===== config.mk =====
export PLATFORM = sky130hd
export DESIGN_NAME = slcs_back
export DESIGN_NICKNAME = d
export VERILOG_FILES = /design/src/rtl/sparse_linear_classifier_scoring_top_macros.svh /design/src/rtl/slcs_pkg.sv /design/src/rtl/slcs_back.sv
export SDC_FILE = /design/constraint.sdc
export NUM_CORES = 2
export LEC_CHECK = 0
export BUFFER_PORTS_ARGS = -buffer_cell sky130_fd_sc_hd__buf_4
export CORE_MARGIN = 3
export CORE_UTILIZATION = 65
export DETAILED_ROUTE_END_ITERATION = 6
export PLACE_DENSITY = 0.8
export RECOVER_POWER = 25
export SYNTH_ARGS = -nofsm -noshare
export SYNTH_HDL_FRONTEND = slang
export SYNTH_SLANG_ARGS = --single-unit

===== constraint.sdc =====
create_clock -name clk -period 16.4 [get_ports clk]
set_input_delay 0 -clock clk [delete_from_list [all_inputs] [get_ports clk]]
set_output_delay 0 -clock clk [all_outputs]
set_load 0.02 [all_outputs]

===== src/rtl/sparse_linear_classifier_scoring_top_macros.svh =====
// ----------------------------------------------------------------------------
// Assertion macros for the sparse linear classifier scorer
// Property wrappers; bodies are empty when SYNTHESIS is defined.
// ----------------------------------------------------------------------------
`ifndef SPARSE_LINEAR_CLASSIFIER_SCORING_TOP_MACROS_SVH
`define SPARSE_LINEAR_CLASSIFIER_SCORING_TOP_MACROS_SVH

`ifndef SYNTHESIS
`define SLCS_ASSERT_IMPL(lbl, ante, cons) \
  lbl: assert property (@(posedge clk) disable iff (rst) (ante) |-> (cons)) \
    else $error("assertion failed");
`define SLCS_ASSERT_NEXT(lbl, ante, cons) \
  lbl: assert property (@(posedge clk) disable iff (rst) (ante) |=> (cons)) \
    else $error("assertion failed");
`else
`define SLCS_ASSERT_IMPL(lbl, ante, cons)
`define SLCS_ASSERT_NEXT(lbl, ante, cons)
`endif

`endif


===== src/rtl/slcs_pkg.sv =====
// ----------------------------------------------------------------------------
// slcs_pkg
// Types and constants shared by the sparse linear classifier scorer.
// ----------------------------------------------------------------------------
`default_nettype none

package slcs_pkg;

  localparam int TABLE_DEPTH = 65536;
  localparam int TABLE_AW    = $clog2(TABLE_DEPTH);

  localparam int QUEUE_DEPTH = 4;
  localparam int QPTR_W      = $clog2(QUEUE_DEPTH);
  localparam int QLVL_W      = $clog2(QUEUE_DEPTH + 1);

  localparam logic FUNC_LOAD    = 1'b0;
  localparam logic FUNC_FEATURE = 1'b1;

  typedef struct packed {
    logic               func;
    logic [15:0]        index;
    logic signed [31:0] value;
    logic               last;
    logic               label_positive;
  } in_t;

  typedef struct packed {
    logic               predicted_positive;
    logic               correct;
    logic signed [47:0] score;
    logic [31:0]        correct_count;
    logic [31:0]        wrong_count;
  } out_t;

  typedef struct packed {
    logic signed [31:0] weight;
    logic signed [31:0] value;
    logic               last;
    logic               label_positive;
  } feat_t;

  typedef struct packed {
    logic clearing;
  } front_stat_t;

  typedef struct packed {
    logic [QLVL_W-1:0] level;
  } q_stat_t;

endpackage

`default_nettype wire


===== src/rtl/slcs_back.sv =====
// ----------------------------------------------------------------------------
// slcs_back
// Multiply, saturating accumulate, bias subtract, tallies, output register.
// ----------------------------------------------------------------------------
`default_nettype none

module slcs_back
  import slcs_pkg::*;
(
  input  wire logic               clk,
  input  wire logic               rst,
  input  wire logic               q_valid,
  input  wire feat_t              q_data,
  output logic                    pop,
  input  wire logic signed [31:0] bias,
  output logic                    out_valid,
  input  wire logic               out_stall,
  output out_t                    out_data
);

  localparam logic signed [47:0] ACC_MAX = {1'b0, {47{1'b1}}};
  localparam logic signed [47:0] ACC_MIN = {1'b1, {47{1'b0}}};

  logic               advance;
  logic               p_valid;
  logic signed [63:0] p_prod;
  logic               p_last;
  logic               p_label;
  logic signed [47:0] sum;
  logic signed [48:0] sum_wide;
  logic signed [47:0] sum_next;
  logic               d_valid;
  logic signed [47:0] d_sum;
  logic               d_label;
  logic signed [48:0] score_wide;
  logic signed [47:0] score;
  logic               pred;
  logic               ok;
  logic [31:0]        right_tally;
  logic [31:0]        wrong_tally;
  logic [31:0]        right_next;
  logic [31:0]        wrong_next;

  assign advance = !out_valid || !out_stall;
  assign pop     = advance && q_valid;

  // floor of the Q32.32 product to Q32.16 is its upper 48 bits
  assign sum_wide = {sum[47], sum} + {p_prod[63], p_prod[63:16]};
  assign sum_next = (sum_wide[48] != sum_wide[47]) ?
                    (sum_wide[48] ? ACC_MIN : ACC_MAX) : sum_wide[47:0];

  assign score_wide = {d_sum[47], d_sum} - {{17{bias[31]}}, bias};
  assign score      = (score_wide[48] != score_wide[47]) ?
                      (score_wide[48] ? ACC_MIN : ACC_MAX) : score_wide[47:0];
  assign pred       = !score[47] && (score != 48'sd0);
  assign ok         = pred == d_label;
  assign right_next = (ok && right_tally != 32'hFFFF_FFFF) ? right_tally + 1'b1
                                                           : right_tally;
  assign wrong_next = (!ok && wrong_tally != 32'hFFFF_FFFF) ? wrong_tally + 1'b1
                                                            : wrong_tally;

  always_ff @(posedge clk) begin
    if (rst) begin
      p_valid     <= 1'b0;
      d_valid     <= 1'b0;
      out_valid   <= 1'b0;
      sum         <= '0;
      right_tally <= '0;
      wrong_tally <= '0;
    end else if (advance) begin
      p_valid   <= pop;
      d_valid   <= p_valid && p_last;
      out_valid <= d_valid;
      if (p_valid) begin
        sum <= p_last ? 48'sd0 : sum_next;
      end
      if (d_valid) begin
        right_tally <= right_next;
        wrong_tally <= wrong_next;
      end
    end
  end

  always_ff @(posedge clk) begin
    if (advance) begin
      if (pop) begin
        p_prod  <= q_data.value * q_data.weight;
        p_last  <= q_data.last;
        p_label <= q_data.label_positive;
      end
      if (p_valid) begin
        d_sum   <= sum_next;
        d_label <= p_label;
      end
      if (d_valid) begin
        out_data.predicted_positive <= pred;
        out_data.correct            <= ok;
        out_data.score              <= score;
        out_data.correct_count      <= right_next;
        out_data.wrong_count        <= wrong_next;
      end
    end
  end

endmodule

`default_nettype wire


==> impl_metrics.py <==
metrics = {
    "logic_synthesis": {
        "synthMuxAreaShare": 0.00449,
        "ys_ff_latch": 328,
        "yosysWarnings": 0,
        "synth_top_area_cell": "fa_1",
        "ys_seq_area_frac": 0.161,
        "yosys.area_share.simple": 0.162,
        "syn_inst": 5699,
        "synthTopCellsByCount": "fa_1 (1,083), inv_1 (1,046), nand2_1 (674)",
        "yosysUniqueCellTypes": 82,
        "synth_fa_ha_area_frac": 0.467,
        "syn_nets": 7164,
        "synth_compound_area_frac": 0.0788,
        "postSynthAreaPerCell_sq_um": 9.48,
        "syn_area_sq_mm": 0.0540,
        "synth_area_leaders": "fa_1 (40%), edfxtp_1 (12%), inv_1 (7.3%)",
        "synth_xor_area_frac": 0.0308,
        "synth_top_area_frac": 0.401,
        "synth_top_family_by_area": "adder cells",
        "yosysMostFrequentCell": "fa_1",
        "async_reset_ff_frac": 0,
        "synthFlopType": "edfxtp_1",
        "synth_edf_count": 213,
    },
    "sta": {
        "setup_tns_ps": 0,
        "setup_viol": 0,
        "min_period_ps": 8250,
        "max_freq_ghz": 0.121,
        "slew_violations": 185,
        "rsz0062_at_grt": "false",
        "fin_worst_skew_ps": 12.2,
        "final_hold_viol_count": 0,
        "finalCritPeriodShare": 0.503,
        "relSlewSlack": -1.56,
        "tightest_slew_ps": 3850,
    },
    "cts": {
        "cts_tree": "done",
        "clockBufferDepth": 3,
        "htreeDepth": 1,
        "path_clk_slew_ps": 70,
        "clock-sinks": 328,
        "cts_setup_buffers": 0,
        "cts_resized": 0,
        "cts_made_buffers": 29,
        "cts_hold_buf": 6,
        "cts_root_buf": "clkbuf_16",
        "clock_latency_ps": 580,
    },
    "global_route": {
        "grt_start_max_net_pins": 93,
        "grt_pass1_wl_um": 226000,
        "antenna_found_initial": 1,
        "grtUsageTotal": 0.332,
        "grt_pass1_vias": 41900,
        "grt_overflow": 0,
    },
    "worst_setup_path": {
        "arrival_ps": 8570,
        "crit_buf_inv": 6,
        "end_kind": "flip-flop",
        "crit_required_ps": 16730,
        "critPathMaxStageDelay_ps": 630,
        "critPathKind": "in -> reg",
        "crit_top_cell": "fa_1",
        "critPathTopFamily": "adder cells",
        "slowest_stage": "o31ai_1",
        "critPathLaunchType": "primary input",
        "path_max_fanout": 32,
    },
    "die": {
        "fp.dieArea_sq_mm": 0.0866,
        "initial_utilization": 0.657,
        "die_y_um": 294,
        "row_count": 105,
        "io-pin-count": 218,
        "die_width_um": 294,
        "core_sq_mm": 0.0822,
    },
    "outcome": {
        "violations": "max-capacitance violations, max-slew violations",
        "outcome": "finished, violations left",
    },
    "drt": {
        "drc": 0,
        "vias": 39900,
        "ant_nets": 0,
        "wl_per_cell_um": 20.8,
        "drt-total-wl_um": 141000,
        "via_per_inst": 5.91,
        "first_iter_violations": 3189,
        "drt_pre_antenna_iters": 6,
    },
    "finish": {
        "fillers": 6488,
        "multi_input_area_sq_mm": 0.0402,
        "seqCellArea_sq_mm": 0.00870,
        "area_delta_synth_final_pct": 4.63,
        "fin_nets": 7132,
        "drive_gt1_frac": 0.0355,
    },
    "run": {
        "max_cap_violations": 3,
    },
    "place": {
        "routabilityCongestion": 0.978,
        "post-dp-hpwl_um": 107000,
        "port_buffers": 217,
    },
    "hold_path": {
        "hold_path.class": "in -> reg",
    },
}
-- final cells by class --
type	count	area share
diodes	1	0.0000443
clock buffers	34	0.0135
clock inverters	19	0.00372
inverters	1049	0.0697
multi-input cells	4019	0.711
flip-flops and latches	328	0.154
well taps	1070	0.0237
repair buffers	240	0.0242
-- registers in the layout, summed over array words and instances (netlist names) --
register,flops
d_label,1
d_sum,48
d_valid,1
out_data,114
out_valid,1
p_label,1
p_last,1
p_prod,48
p_valid,1
right_tally,32
sum,48
wrong_tally,32
-- kinds of logic (layout without fill, tap and decap cells) --
family,after synthesis,in the layout
compound gates,670,670
flops,328,328
fa+ha+maj,1371,1371
xor+xnor,189,189
buf+inv,1352,1342
simple gates,1767,1767
other cells,0,1
mux,22,22
-- worst paths after layout --
kind / slack, ps / end / depth (start not counted) / from
hold reg to reg: 440 / d_label$_DFFE_PP_ / 0 / p_label$_DFFE_PP_
setup / recovery: 8150 / p_prod[57]$_DFFE_PP_ / 29 / q_data[9]
setup reg to reg: 8460 / out_data[1]$_DFFE_PP_ / 27 / d_sum[8]$_DFFE_PP_
hold / removal: 40 / out_data[64]$_DFFE_PP_ / 3 / bias[0]
-- metrics by stage --
| step | std cells | setup slack (ps) | util | instance area (sq um) | hold slack (ps) |
|---|---|---|---|---|---|
| 6_report | 6760 | 8150 | 0.688 | 56500 | 43.0 |
| 5_1_grt | 6759 | 7730 | 0.688 | 56500 | 41.6 |
| 4_1_cts | 6759 | 8310 | 0.693 | 57000 | 16.7 |
| 3_5_place_dp | 6700 | 7700 | 0.680 | 56000 | 180 |
| 3_3_place_gp | 6700 | 7890 | 0.680 | 56000 | 179 |
| 2_1_floorplan | 5699 | 8820 | - | 54000 | 98.9 |
-- layer usage --
metal,vias up,part of all wire,GRT usage
li1,17700,-,-
met1,19800,0.39,0.443
met2,2116,0.46,0.533
met3,372,0.12,0.0896
met4,2,0.038,0.112
met5,-,0.000092,0
-- worst min-delay path, stage by stage --
cell,delay [ps]
buf_4,80
ha_1,250
o21ai_0,120
-- layout by cell type, fill, tap and decap left out, drive strengths merged, types with 11 or more instances in the layout --
cell       n
mux2      18
a31oi     13
o21bai    13
ha       280
a21oi    204
and2     498
dfxtp    115
a211o     12
fa      1083
or4       43
o31ai     57
nor4      14
clkinv    11
o21ai    157
nand4     37
nor2     203
nor2b     34
buf      112
o21a      33
edfxtp   213
or3       21
xnor2    113
xor2      76
clkbuf   156
a211oi    17
nand2b    29
inv     1051
and3      33
a21o      83
nand2    674
nand3     97
nor3      56
Power is left out: the tool's default activity adds up to more than one toggle a clock period on the data nets, which glitch-free logic cannot reach.
