File: config.mk
export PLATFORM = sky130hd
export DESIGN_NAME = slcs_queue
export DESIGN_NICKNAME = d
export VERILOG_FILES = /design/src/rtl/sparse_linear_classifier_scoring_top_macros.svh /design/src/rtl/slcs_pkg.sv /design/src/rtl/slcs_queue.sv
export SDC_FILE = /design/constraint.sdc
export NUM_CORES = 1
export LEC_CHECK = 0
export ABC_AREA = 1
export BUFFER_PORTS_ARGS = -buffer_cell sky130_fd_sc_hd__buf_2
export CAP_MARGIN = 15
export CORE_MARGIN = 1.5
export CORE_UTILIZATION = 30
export CTS_BUF_LIST = sky130_fd_sc_hd__clkbuf_4
export CTS_CLUSTER_DIAMETER = 150
export DETAILED_ROUTE_END_ITERATION = 8
export PLACE_DENSITY = 0.49
export SLEW_MARGIN = 20
export SYNTH_ARGS = -nofsm -noshare
export SYNTH_HDL_FRONTEND = slang
export SYNTH_SLANG_ARGS = --single-unit
File: constraint.sdc
create_clock -name clk -period 2.3 [get_ports clk]
set_input_delay 0.23 -clock clk [delete_from_list [all_inputs] [get_ports clk]]
set_output_delay 0.23 -clock clk [all_outputs]
set_load 0.01 [all_outputs]
File: src/rtl/sparse_linear_classifier_scoring_top_macros.svh
// ----------------------------------------------------------------------------
// Assertion macros for the sparse linear classifier scorer
// Property wrappers; bodies are empty when SYNTHESIS is defined.
// ----------------------------------------------------------------------------
`ifndef SPARSE_LINEAR_CLASSIFIER_SCORING_TOP_MACROS_SVH
`define SPARSE_LINEAR_CLASSIFIER_SCORING_TOP_MACROS_SVH

`ifndef SYNTHESIS
`define SLCS_ASSERT_IMPL(lbl, ante, cons) \
  lbl: assert property (@(posedge clk) disable iff (rst) (ante) |-> (cons)) \
    else $error("assertion failed");
`define SLCS_ASSERT_NEXT(lbl, ante, cons) \
  lbl: assert property (@(posedge clk) disable iff (rst) (ante) |=> (cons)) \
    else $error("assertion failed");
`else
`define SLCS_ASSERT_IMPL(lbl, ante, cons)
`define SLCS_ASSERT_NEXT(lbl, ante, cons)
`endif

`endif

File: src/rtl/slcs_pkg.sv
// ----------------------------------------------------------------------------
// slcs_pkg
// Types and constants shared by the sparse linear classifier scorer.
// ----------------------------------------------------------------------------
`default_nettype none

package slcs_pkg;

  localparam int TABLE_DEPTH = 65536;
  localparam int TABLE_AW    = $clog2(TABLE_DEPTH);

  localparam int QUEUE_DEPTH = 4;
  localparam int QPTR_W      = $clog2(QUEUE_DEPTH);
  localparam int QLVL_W      = $clog2(QUEUE_DEPTH + 1);

  localparam logic FUNC_LOAD    = 1'b0;
  localparam logic FUNC_FEATURE = 1'b1;

  typedef struct packed {
    logic               func;
    logic [15:0]        index;
    logic signed [31:0] value;
    logic               last;
    logic               label_positive;
  } in_t;

  typedef struct packed {
    logic               predicted_positive;
    logic               correct;
    logic signed [47:0] score;
    logic [31:0]        correct_count;
    logic [31:0]        wrong_count;
  } out_t;

  typedef struct packed {
    logic signed [31:0] weight;
    logic signed [31:0] value;
    logic               last;
    logic               label_positive;
  } feat_t;

  typedef struct packed {
    logic clearing;
  } front_stat_t;

  typedef struct packed {
    logic [QLVL_W-1:0] level;
  } q_stat_t;

endpackage

`default_nettype wire

File: src/rtl/slcs_queue.sv
// ----------------------------------------------------------------------------
// slcs_queue
// Short register FIFO of looked-up feature items between front and back.
// ----------------------------------------------------------------------------
`default_nettype none

module slcs_queue
  import slcs_pkg::*;
(
  input  wire logic  clk,
  input  wire logic  rst,
  input  wire logic  push,
  input  wire feat_t push_data,
  input  wire logic  pop,
  output logic       q_valid,
  output feat_t      q_data,
  output q_stat_t    stat
);

  feat_t             mem [QUEUE_DEPTH];
  logic [QPTR_W-1:0] wptr;
  logic [QPTR_W-1:0] rptr;
  logic [QLVL_W-1:0] level;
  logic              do_pop;

  assign q_valid = level != '0;
  assign do_pop  = pop && q_valid;
  assign q_data  = mem[rptr];

  always_ff @(posedge clk) begin
    if (rst) begin
      wptr  <= '0;
      rptr  <= '0;
      level <= '0;
    end else begin
      if (push) begin
        wptr <= (32'(wptr) == QUEUE_DEPTH - 1) ? '0 : wptr + 1'b1;
      end
      if (do_pop) begin
        rptr <= (32'(rptr) == QUEUE_DEPTH - 1) ? '0 : rptr + 1'b1;
      end
      unique case ({push, do_pop})
        2'b10:   level <= level + 1'b1;
        2'b01:   level <= level - 1'b1;
        default: level <= level;
      endcase
    end
  end

  always_ff @(posedge clk) begin
    if (push) begin
      mem[wptr] <= push_data;
    end
  end

  assign stat.level = level;

endmodule

`default_nettype wire

==> metrics, run 1 <==
max_slew headroom=0.595; Final setup viols=0; share of cells above drive strength 1=0.386; Gate power share=0.270; routed wire length per instance=around 18 um; post-route cell area=approximately 0.014 mm^2; Highest Clock Rate=448 MHz; peak supply drop=about 380 uV; Seq cells post-synth=~270; net switching power=around 4.4 mW; H-tree depth=3; Sequential Power Share=0.405; crit share post-route=0.971; Die Span Y=approximately 190 um; CTS root buffer=clkbuf_4; largest net degree at the start of global routing=53; syn_area_per_cell=~15 um^2; DR iter-0 viols=261; Critical Path Start Type=register; Post-Syn Nets=between 700 and 800; P_leak=between 5 and 6 nW; drt total wl=roughly 28000 um; I/O Buffers=139; area grow syn2layout=31.6%; Synth Cell Area=approximately 0.011 mm^2; CP Max Fanout=13; initial antenna violation count=3; CTS Sinks=~270; TNS Setup=0 ns; Clk pwr share=0.325; status=finished clean; remaining antenna violation count=0; RSZ-0062 raised after global routing=true; DR pass1 iterations=4; depth of the worst hold-timing path=2; Clock Path Buffers=3; # IOs=140; yosys warns=0; clk_skew=between 0.03 and 0.04 ns; worst r2r path cells=12; Post-Synthesis Cells=about 700; RD Place Congestion=roughly 0.68; GRT Total Usage=0.143; CP endpoint kind=output pin; worst path cell trace=buf_12 > buf_16 > o21ai_0 > o22ai_2 > buf_2; Pwr Density=1000 mW/mm^2; sequential-to-total area share from yosys stat=0.747; core box area=between 0.03 and 0.04 mm^2; vias in the first global route=around 7300; crit-path leading delay family=buffers and inverters; row count=roughly 70; Setup WS pre-CTS=0.528 ns; Max Cap Viol=0; Sw Share=0.306; Nets=1059; clock-pin slew on the worst setup and hold paths=0.06 ns; Least-Margin Pin Slew=0.607 ns; fin worst setup slack=0.0678 ns; Final Hold Fails=0; CP peak stage delay=~0.45 ns; critical path class=register to output pin; critical path buffer and inverter count=3; CTS tree=yes; Total Die Area=around 0.037 mm^2; number of cells on the critical path=5; vias per inst=between 4 and 5; design internal power=9.92 mW; cts bufs inserted=78; first-pass GRT wire length=between 40000 and 50000 um; Hold Path Class=input port to register; Worst Path Required=2.07 ns; DRC=0; placed cell count=roughly 1300; dpl hpwl=between 10000 and 15000 um; crit path DAT=approximately 2 ns; Vias=6824; Synth cell types=27; fin cells=approximately 1500; DIE WIDTH=about 190 um; dpl cell area=between 0.01 and 0.015 mm^2; Slew Viols, Final=0; Worst path slowest cell=dfxtp_4; worst skew pair latency=0.67 ns; Initial Util=0.305; Overflow after GRT=0; Min Clock Period, post-route=between 2 and 2.5 ns
[power groups by stage]
stage | Sequential, mW | Combinational (mW) | Clock [mW]
after floorplan | 5.89 | 2.07 | 0
after global placement | 5.88 | 3.28 | 0
after detailed placement | 5.89 | 3.29 | 0
after CTS | 5.79 | 3.68 | 4.84
after global routing | 5.81 | 4.21 | 5.11
final | 5.80 | 3.86 | 4.64
[final timing paths]
| check | slack (ns) | end | from |
|---|---|---|---|
| setup / recovery | 0.07 | q_data[62] | register |
| hold / removal | 0.29 | mem[1][31]$_DFFE_PP_ | push_data[31] |
| setup reg to reg | 0.51 | stat[2]$_SDFFE_PP0P_ | stat[0]$_SDFFE_PP0P_ |
| hold reg to reg | 0.53 | wptr[1]$_SDFFE_PP0P_ | wptr[1]$_SDFFE_PP0P_ |
[metal layers]
layer | up-vias | share of wire | GRT usage
li1 | 3257 | - | -
met1 | 3358 | 0.45 | 0.185
met2 | 175 | 0.48 | 0.230
met3 | 34 | 0.055 | 0.0418
met4 | 0 | 0.013 | 0.0523
met5 | - | 0 | 0
[worst register-to-register path: cells and delay by family, from the launching register on]
kind,cells,cell delay (ns)
AND/OR/NAND/NOR,6,0.56
adder cells (fa/ha/maj),2,0.54
flip-flops,1,0.33
buffers and inverters,4,0.27
[metrics by stage]
stage                     power [mW]  utilization  hold slack, ns
after floorplan                 7.96            -           0.302
after global placement          9.16        0.341           0.425
after detailed placement        9.18        0.341           0.417
after CTS                       14.3        0.395           0.203
after global routing            15.1        0.402           0.232
final                           14.3        0.402           0.295
[repair_timing]
| action | CTS | global route |
|---|---|---|
| resized for setup | 25 | 11 |
| setup endpoints to repair | 38 | 54 |
| hold endpoints to repair | 273 | 0 |
| buffers inserted | 0 | 5 |
| hold buffers | 70 | 0 |
| pin swaps | 0 | 3 |
| cloned | 4 | 5 |
[cells in the final DEF, fill, tap and decap left out, types with 7 or more instances in the layout]
cell type / n
buf_12: 9
buf_16: 8
buf_2: 139
buf_4: 9
clkbuf_4: 116
clkinv_1: 15
dfxtp_1: 7
dlygate4sd3_1: 70
edfxtp_1: 264
inv_1: 12
nand2_1: 10
nor2_1: 90
nor2_4: 40
o21ai_0: 108
o21ai_1: 22
o22ai_1: 21
o22ai_2: 45
[final cells by class]
type	count	area, um^2
fillers	3367	21300
flip-flops and latches	273	8110
multi-input cells	368	2420
repair buffers	243	2040
clock buffers	116	871
well taps	461	577
clock inverters	23	173
inverters	18	85.1
diodes	3	7.51
[synthesized netlist by cell type]
cell / number / area [um^2]
fa_1: 1 / 20.0
nor2_1: 90 / 338
buf_6: 5 / 56.3
nor3_1: 1 / 5.00
nand4_1: 1 / 6.26
o21ai_2: 4 / 35.0
inv_1: 16 / 60.1
inv_6: 1 / 8.76
nor2_4: 40 / 450
inv_2: 1 / 3.75
a21oi_1: 6 / 30.0
ha_1: 6 / 75.1
nor2_2: 6 / 37.5
and2_1: 1 / 6.26
o22ai_2: 40 / 500
buf_4: 1 / 7.51
edfxtp_1: 264 / 7930
dfxtp_1: 9 / 180
clkbuf_1: 22 / 82.6
buf_12: 5 / 100
o22ai_1: 26 / 163
buf_2: 9 / 45.0
o21ai_0: 121 / 606
nand3_1: 4 / 20.0
o21ai_1: 10 / 50.1
nand2_1: 10 / 37.5
or2_2: 1 / 6.26
[registers in the layout (all words and copies together) (netlist names), named ones only]
name	count
mem	264
rptr	2
wptr	2
stat	3
[logic make-up after synthesis]
kind of cell               Yosys count  share of synthesized area
AOI/OAI and AO/OA                  207                      0.127
adders and majority gates            7                    0.00876
buffers and inverters               60                     0.0335
DFF                                273                      0.747
and+or+nand+nor                    154                     0.0835
Power figures use the tool's default switching activity.
==> inputs of run 2 (changes only) <==
--- a/config.mk
+++ b/config.mk
@@ -11,9 +11,10 @@
 export CORE_MARGIN = 1.5
 export CORE_UTILIZATION = 30
 export CTS_BUF_LIST = sky130_fd_sc_hd__clkbuf_4
-export CTS_CLUSTER_DIAMETER = 150
+export CTS_CLUSTER_DIAMETER = 80
 export DETAILED_ROUTE_END_ITERATION = 8
-export PLACE_DENSITY = 0.49
+export PLACE_DENSITY = 0.47
+export SETUP_SLACK_MARGIN = 0.4
 export SLEW_MARGIN = 20
 export SYNTH_ARGS = -nofsm -noshare
 export SYNTH_HDL_FRONTEND = slang
==> constraint.sdc (replaced) <==
create_clock -name clk -period 2.9 [get_ports clk]
set_input_delay 0.29 -clock clk [delete_from_list [all_inputs] [get_ports clk]]
set_output_delay 0.29 -clock clk [all_outputs]
set_load 0.01 [all_outputs]
==> metrics, run 2 (synthesis gave the netlist of run 1 again) <==
core box area=0.0356 mm^2; Least-Margin Pin Slew=just under 0.7 ns; cts bufs inserted=75; critical path class=register to output pin; routed wire length per instance=17.5 um; area grow syn2layout=28.6%; dpl hpwl=13600 um; max_slew headroom=0.536; Hold Path Class=input port to register; Die Span Y=between 150 and 200 um; crit path DAT=a little over 2 ns; commonest non-fill, non-tap cell in the layout=edfxtp_1; placed cell count=1279; TNS Setup=0 ns; peak supply drop=about 350 uV; first-pass GRT wire length=40400 um; remaining antenna violation count=0; DR pass1 iterations=4; dpl cell area=between 0.01 and 0.015 mm^2; share of cells above drive strength 1=0.374; Total Die Area=between 0.03 and 0.04 mm^2; DR iter-0 viols=around 270; most frequent cells in the layout=264 x edfxtp_1, 139 x buf_2, 119 x o21ai_0, 107 x clkbuf_4, 90 x nor2_1; post-route cell area=approximately 0.014 mm^2; I/O Buffers=139; CP Max Fanout=25; fin cells=around 1500; GRT Total Usage=0.142; drt total wl=26100 um; Largest register FFs=264; H-tree depth=3; Overflow after GRT=0; Nets=1053; initial antenna violation count=2; clk_skew=0.0278 ns; Worst Path Required=approximately 2.6 ns; largest net degree at the start of global routing=67; row count=a little under 70; DRC=0; status=finished clean; RSZ-0062 raised after global routing=true; vias in the first global route=7022; vias per inst=roughly 4.5; Initial Util=0.305; final core utilization=0.393; Pwr Density=slightly below 800 mW/mm^2; Critical Path Start Type=register; Highest Clock Rate=~430 MHz; Slew Viols, Final=0; DIE WIDTH=around 190 um; CP endpoint kind=output pin; clock-pin slew on the worst setup and hold paths=around 0.07 ns; CTS tree=yes; Post-Route Hold Slack=around 0.32 ns; CTS root buffer=clkbuf_4; Max Cap Viol=0; worst skew pair latency=a little over 0.7 ns; Top reg by flops=mem; P_leak=approximately 5 nW; Clock Path Buffers=3; Final Hold Fails=0; # IOs=140; Vias=approximately 6800; Final setup viols=0; Min Clock Period, post-route=between 2 and 2.5 ns; crit share post-route=0.807; CTS Sinks=roughly 270; RD Place Congestion=~0.70
[run 2: area by class of cell]
class / count / area [um^2]
Sequential cell: 273 / 8110
Clock buffer: 107 / 803
Inverter: 18 / 98.8
Fill cell: 3433 / 21600
Tap cell: 461 / 577
Clock inverter: 25 / 124
Timing Repair Buffer: 239 / 1840
Antenna cell: 2 / 5.00
Timing Repair inverter: 1 / 11.3
Multi-Input combinational cell: 368 / 2390
[run 2: critical path, stage by stage (launching register included)]
cell	delay (ns)
dfxtp_4	0.40
buf_8	0.15
clkinv_16	0.12
buf_4	0.23
o21ai_0	0.21
o22ai_2	0.09
buf_2	0.15
[run 2: metrics by stage]
stage | power [mW] | worst slack, ns
global route | 11.4 | 0.366
detailed placement | 7.23 | 0.691
finish | 10.7 | 0.560
CTS | 10.9 | 0.387
floorplan | 6.31 | 0.607
global placement | 7.21 | 0.728
[run 2: path summary, 6_finish.rpt]
| check | start | to | slack (ns) | depth (start not counted) |
|---|---|---|---|---|
| worst max-delay path | register | q_data[14] | 0.56 | 6 |
| worst min-delay path | push_data[48] | mem[3][48]$_DFFE_PP_ | 0.32 | 2 |
| worst min register to register | rptr[1]$_SDFFE_PP0N_ | rptr[1]$_SDFFE_PP0N_ | 0.53 | 2 |
| worst max register to register | wptr[0]$_SDFFE_PP0P_ | mem[2][45]$_DFFE_PP_ | 0.89 | 5 |
[run 2: metal layers]
layer | vias up | share of wire | GRT usage
met1 | 3325 | 0.45 | 0.181
met3 | 51 | 0.056 | 0.0420
met5 | - | 0 | 0
li1 | 3243 | - | -
met2 | 169 | 0.47 | 0.224
met4 | 0 | 0.020 | 0.0632
[run 2: timing repair]
item | 4_1_cts | 5_1_grt
pin swaps | 0 | 1
cloned | 2 | 1
hold buffers | 70 | 0
endpoints found under the setup margin | 66 | 19
endpoints found under the hold margin | 273 | 0
buffers inserted | 8 | 0
gates resized for setup | 14 | 12
[run 2: power by group]
part | internal (mW) | switching, mW | leakage [nW]
sequential | 4.53 | 0.0667 | 2.50
clock | 1.79 | 1.56 | 0.564
combinational | 1.09 | 1.71 | 1.93
total | 7.40 | 3.34 | 4.99
==> inputs of run 3 (changes only) <==
--- a/config.mk
+++ b/config.mk
@@ -13,7 +13,7 @@
 export CTS_BUF_LIST = sky130_fd_sc_hd__clkbuf_4
 export CTS_CLUSTER_DIAMETER = 80
 export DETAILED_ROUTE_END_ITERATION = 8
-export PLACE_DENSITY = 0.47
+export PLACE_DENSITY = 0.49
 export SETUP_SLACK_MARGIN = 0.4
 export SLEW_MARGIN = 20
 export SYNTH_ARGS = -nofsm -noshare
==> constraint.sdc (replaced) <==
create_clock -name clk -period 2 [get_ports clk]
set_input_delay 0.2 -clock clk [delete_from_list [all_inputs] [get_ports clk]]
set_output_delay 0.2 -clock clk [all_outputs]
set_load 0.01 [all_outputs]
==> metrics, run 3 (synthesis gave the netlist of run 1 again) <==
drt total wl=30300 um; Top reg by flops=mem; failing checks=setup timing; row count=69; Vias=approximately 7000; largest net degree at the start of global routing=67; critical path class=register to output pin; Final setup viols=66; fin worst setup slack=-0.173 ns; routed wire length per instance=about 20 um; I/O Buffers=~140; RSZ-0062 raised after global routing=true; remaining antenna violation count=0; first-pass GRT wire length=41700 um; core box area=approximately 0.036 mm^2; crit share post-route=1.09; Gate power share=0.318; Critical Path Start Type=register; final core utilization=0.423; area grow syn2layout=38.4%; GRT Total Usage=0.146; Max Cap Viol=0; Setup WS pre-CTS=between 0.3 and 0.4 ns; Die Span Y=between 150 and 200 um; Clk pwr share=0.295; design internal power=11.7 mW; Highest Clock Rate=between 400 and 500 MHz; CTS tree=yes; Clock Path Buffers=3; P_leak=roughly 5.4 nW; vias per inst=between 4 and 5; DR iter-0 viols=307; DR pass1 iterations=4; DIE WIDTH=between 150 and 200 um; Slew Viols, Final=0; Post-Route Hold Slack=between 0.2 and 0.25 ns; Final Total Pwr=17.3 mW; Overflow after GRT=0; vias in the first global route=between 7000 and 8000; Final Hold Fails=0; Sequential Power Share=0.387; most frequent cells in the layout=264 x edfxtp_1, 130 x buf_2, 115 x clkbuf_4, 70 x dlygate4sd3_1, 69 x nor2_1; worst skew pair latency=between 0.7 and 0.8 ns; initial antenna violation count=3; max_slew headroom=0.698; cts bufs inserted=77; # IOs=140; Min Clock Period, post-route=2.17 ns; H-tree depth=3; CP Max Fanout=8; Nets=about 1100; share of cells above drive strength 1=0.484; Hold Path Class=input port to register; peak supply drop=701 uV; CP endpoint kind=output pin; Largest register FFs=between 200 and 300; clock-pin slew on the worst setup and hold paths=0.07 ns; Sw Share=0.321; dpl hpwl=~15000 um; CTS root buffer=clkbuf_4; status=finished with violations; Total Die Area=0.0373 mm^2; commonest non-fill, non-tap cell in the layout=edfxtp_1; Worst Path Required=about 1.8 ns; crit path DAT=~2 ns; net switching power=about 5.5 mW; clk_skew=between 0.03 and 0.04 ns; DRC=0; Initial Util=0.305; RD Place Congestion=0.750; CTS Sinks=273; Filler cells=roughly 3300; Pwr Density=1150 mW/mm^2; Least-Margin Pin Slew=0.454 ns
## run 3: cell types whose count changed in the layout (fill, tap and decap cells not counted), sizes merged
cell	change
clkinvlp	+4
buf	+14
clkinv	-4
diode	+1
inv	-2
clkbuf	+17
## run 3: layout make-up
| class | count | area (um^2) | share of cell area |
|---|---|---|---|
| flip-flops and latches | 273 | 8120 | 0.540 |
| clock inverters | 22 | 113 | 0.00749 |
| repair inverters | 2 | 32.5 | 0.00216 |
| inverters | 18 | 116 | 0.00774 |
| multi-input cells | 368 | 2750 | 0.183 |
| well taps | 461 | 577 | 0.0384 |
| diodes | 3 | 7.51 | 0.000499 |
| repair buffers | 262 | 2450 | 0.163 |
| clock buffers | 115 | 863 | 0.0574 |
## run 3: metrics by stage
step	TNS [ns]	std cells	instance area, um^2
after floorplan	0	701	10900
after global placement	0	1279	12200
after detailed placement	0	1279	12200
after CTS	-16.46	1492	14100
after global routing	-16.06	1524	15000
final	-7.80	1524	15000
## run 3: final timing paths
kind | end | slack [ns] | startpoint | cells after the start
hold reg to reg | wptr[1]$_SDFFE_PP0P_ | 0.49 | wptr[1]$_SDFFE_PP0P_ | 2
setup / recovery | q_data[44] | -0.17 | register | 6
setup reg to reg | stat[2]$_SDFFE_PP0P_ | 0.42 | stat[1]$_SDFFE_PP0P_ | 11
hold / removal | mem[0][46]$_DFFE_PP_ | 0.21 | push_data[46] | 2
## run 3: timing repair
item,in CTS,in global routing
buffers inserted,1,11
pin swaps,5,25
cloned,5,18
hold buffers,70,0
resized for setup,48,187
endpoints found under the hold margin,273,0
setup endpoints to repair,69,82
## run 3: critical path, cell delays in order (launching register included)
cell	delay, ns
dfxtp_4	0.39
buf_8	0.16
buf_12	0.11
clkbuf_16	0.16
o21ai_2	0.07
o22ai_2	0.18
buf_2	0.17
## run 3: power groups by stage
stage                     Sequential [mW]  Clock (mW)  Combinational [mW]
after floorplan                      6.77           0                2.41
after global routing                 6.72        5.61                5.90
after CTS                            6.68        5.29                4.40
final                                6.70        5.09                5.50
after global placement               6.79           0                3.86
after detailed placement             6.79           0                3.87
## run 3: routing by layer
layer,up-vias,share of wire,GRT usage
met5,-,0.00033,0
met4,2,0.020,0.0583
met3,48,0.049,0.0472
met2,170,0.50,0.238
met1,3475,0.43,0.179
li1,3298,-,-
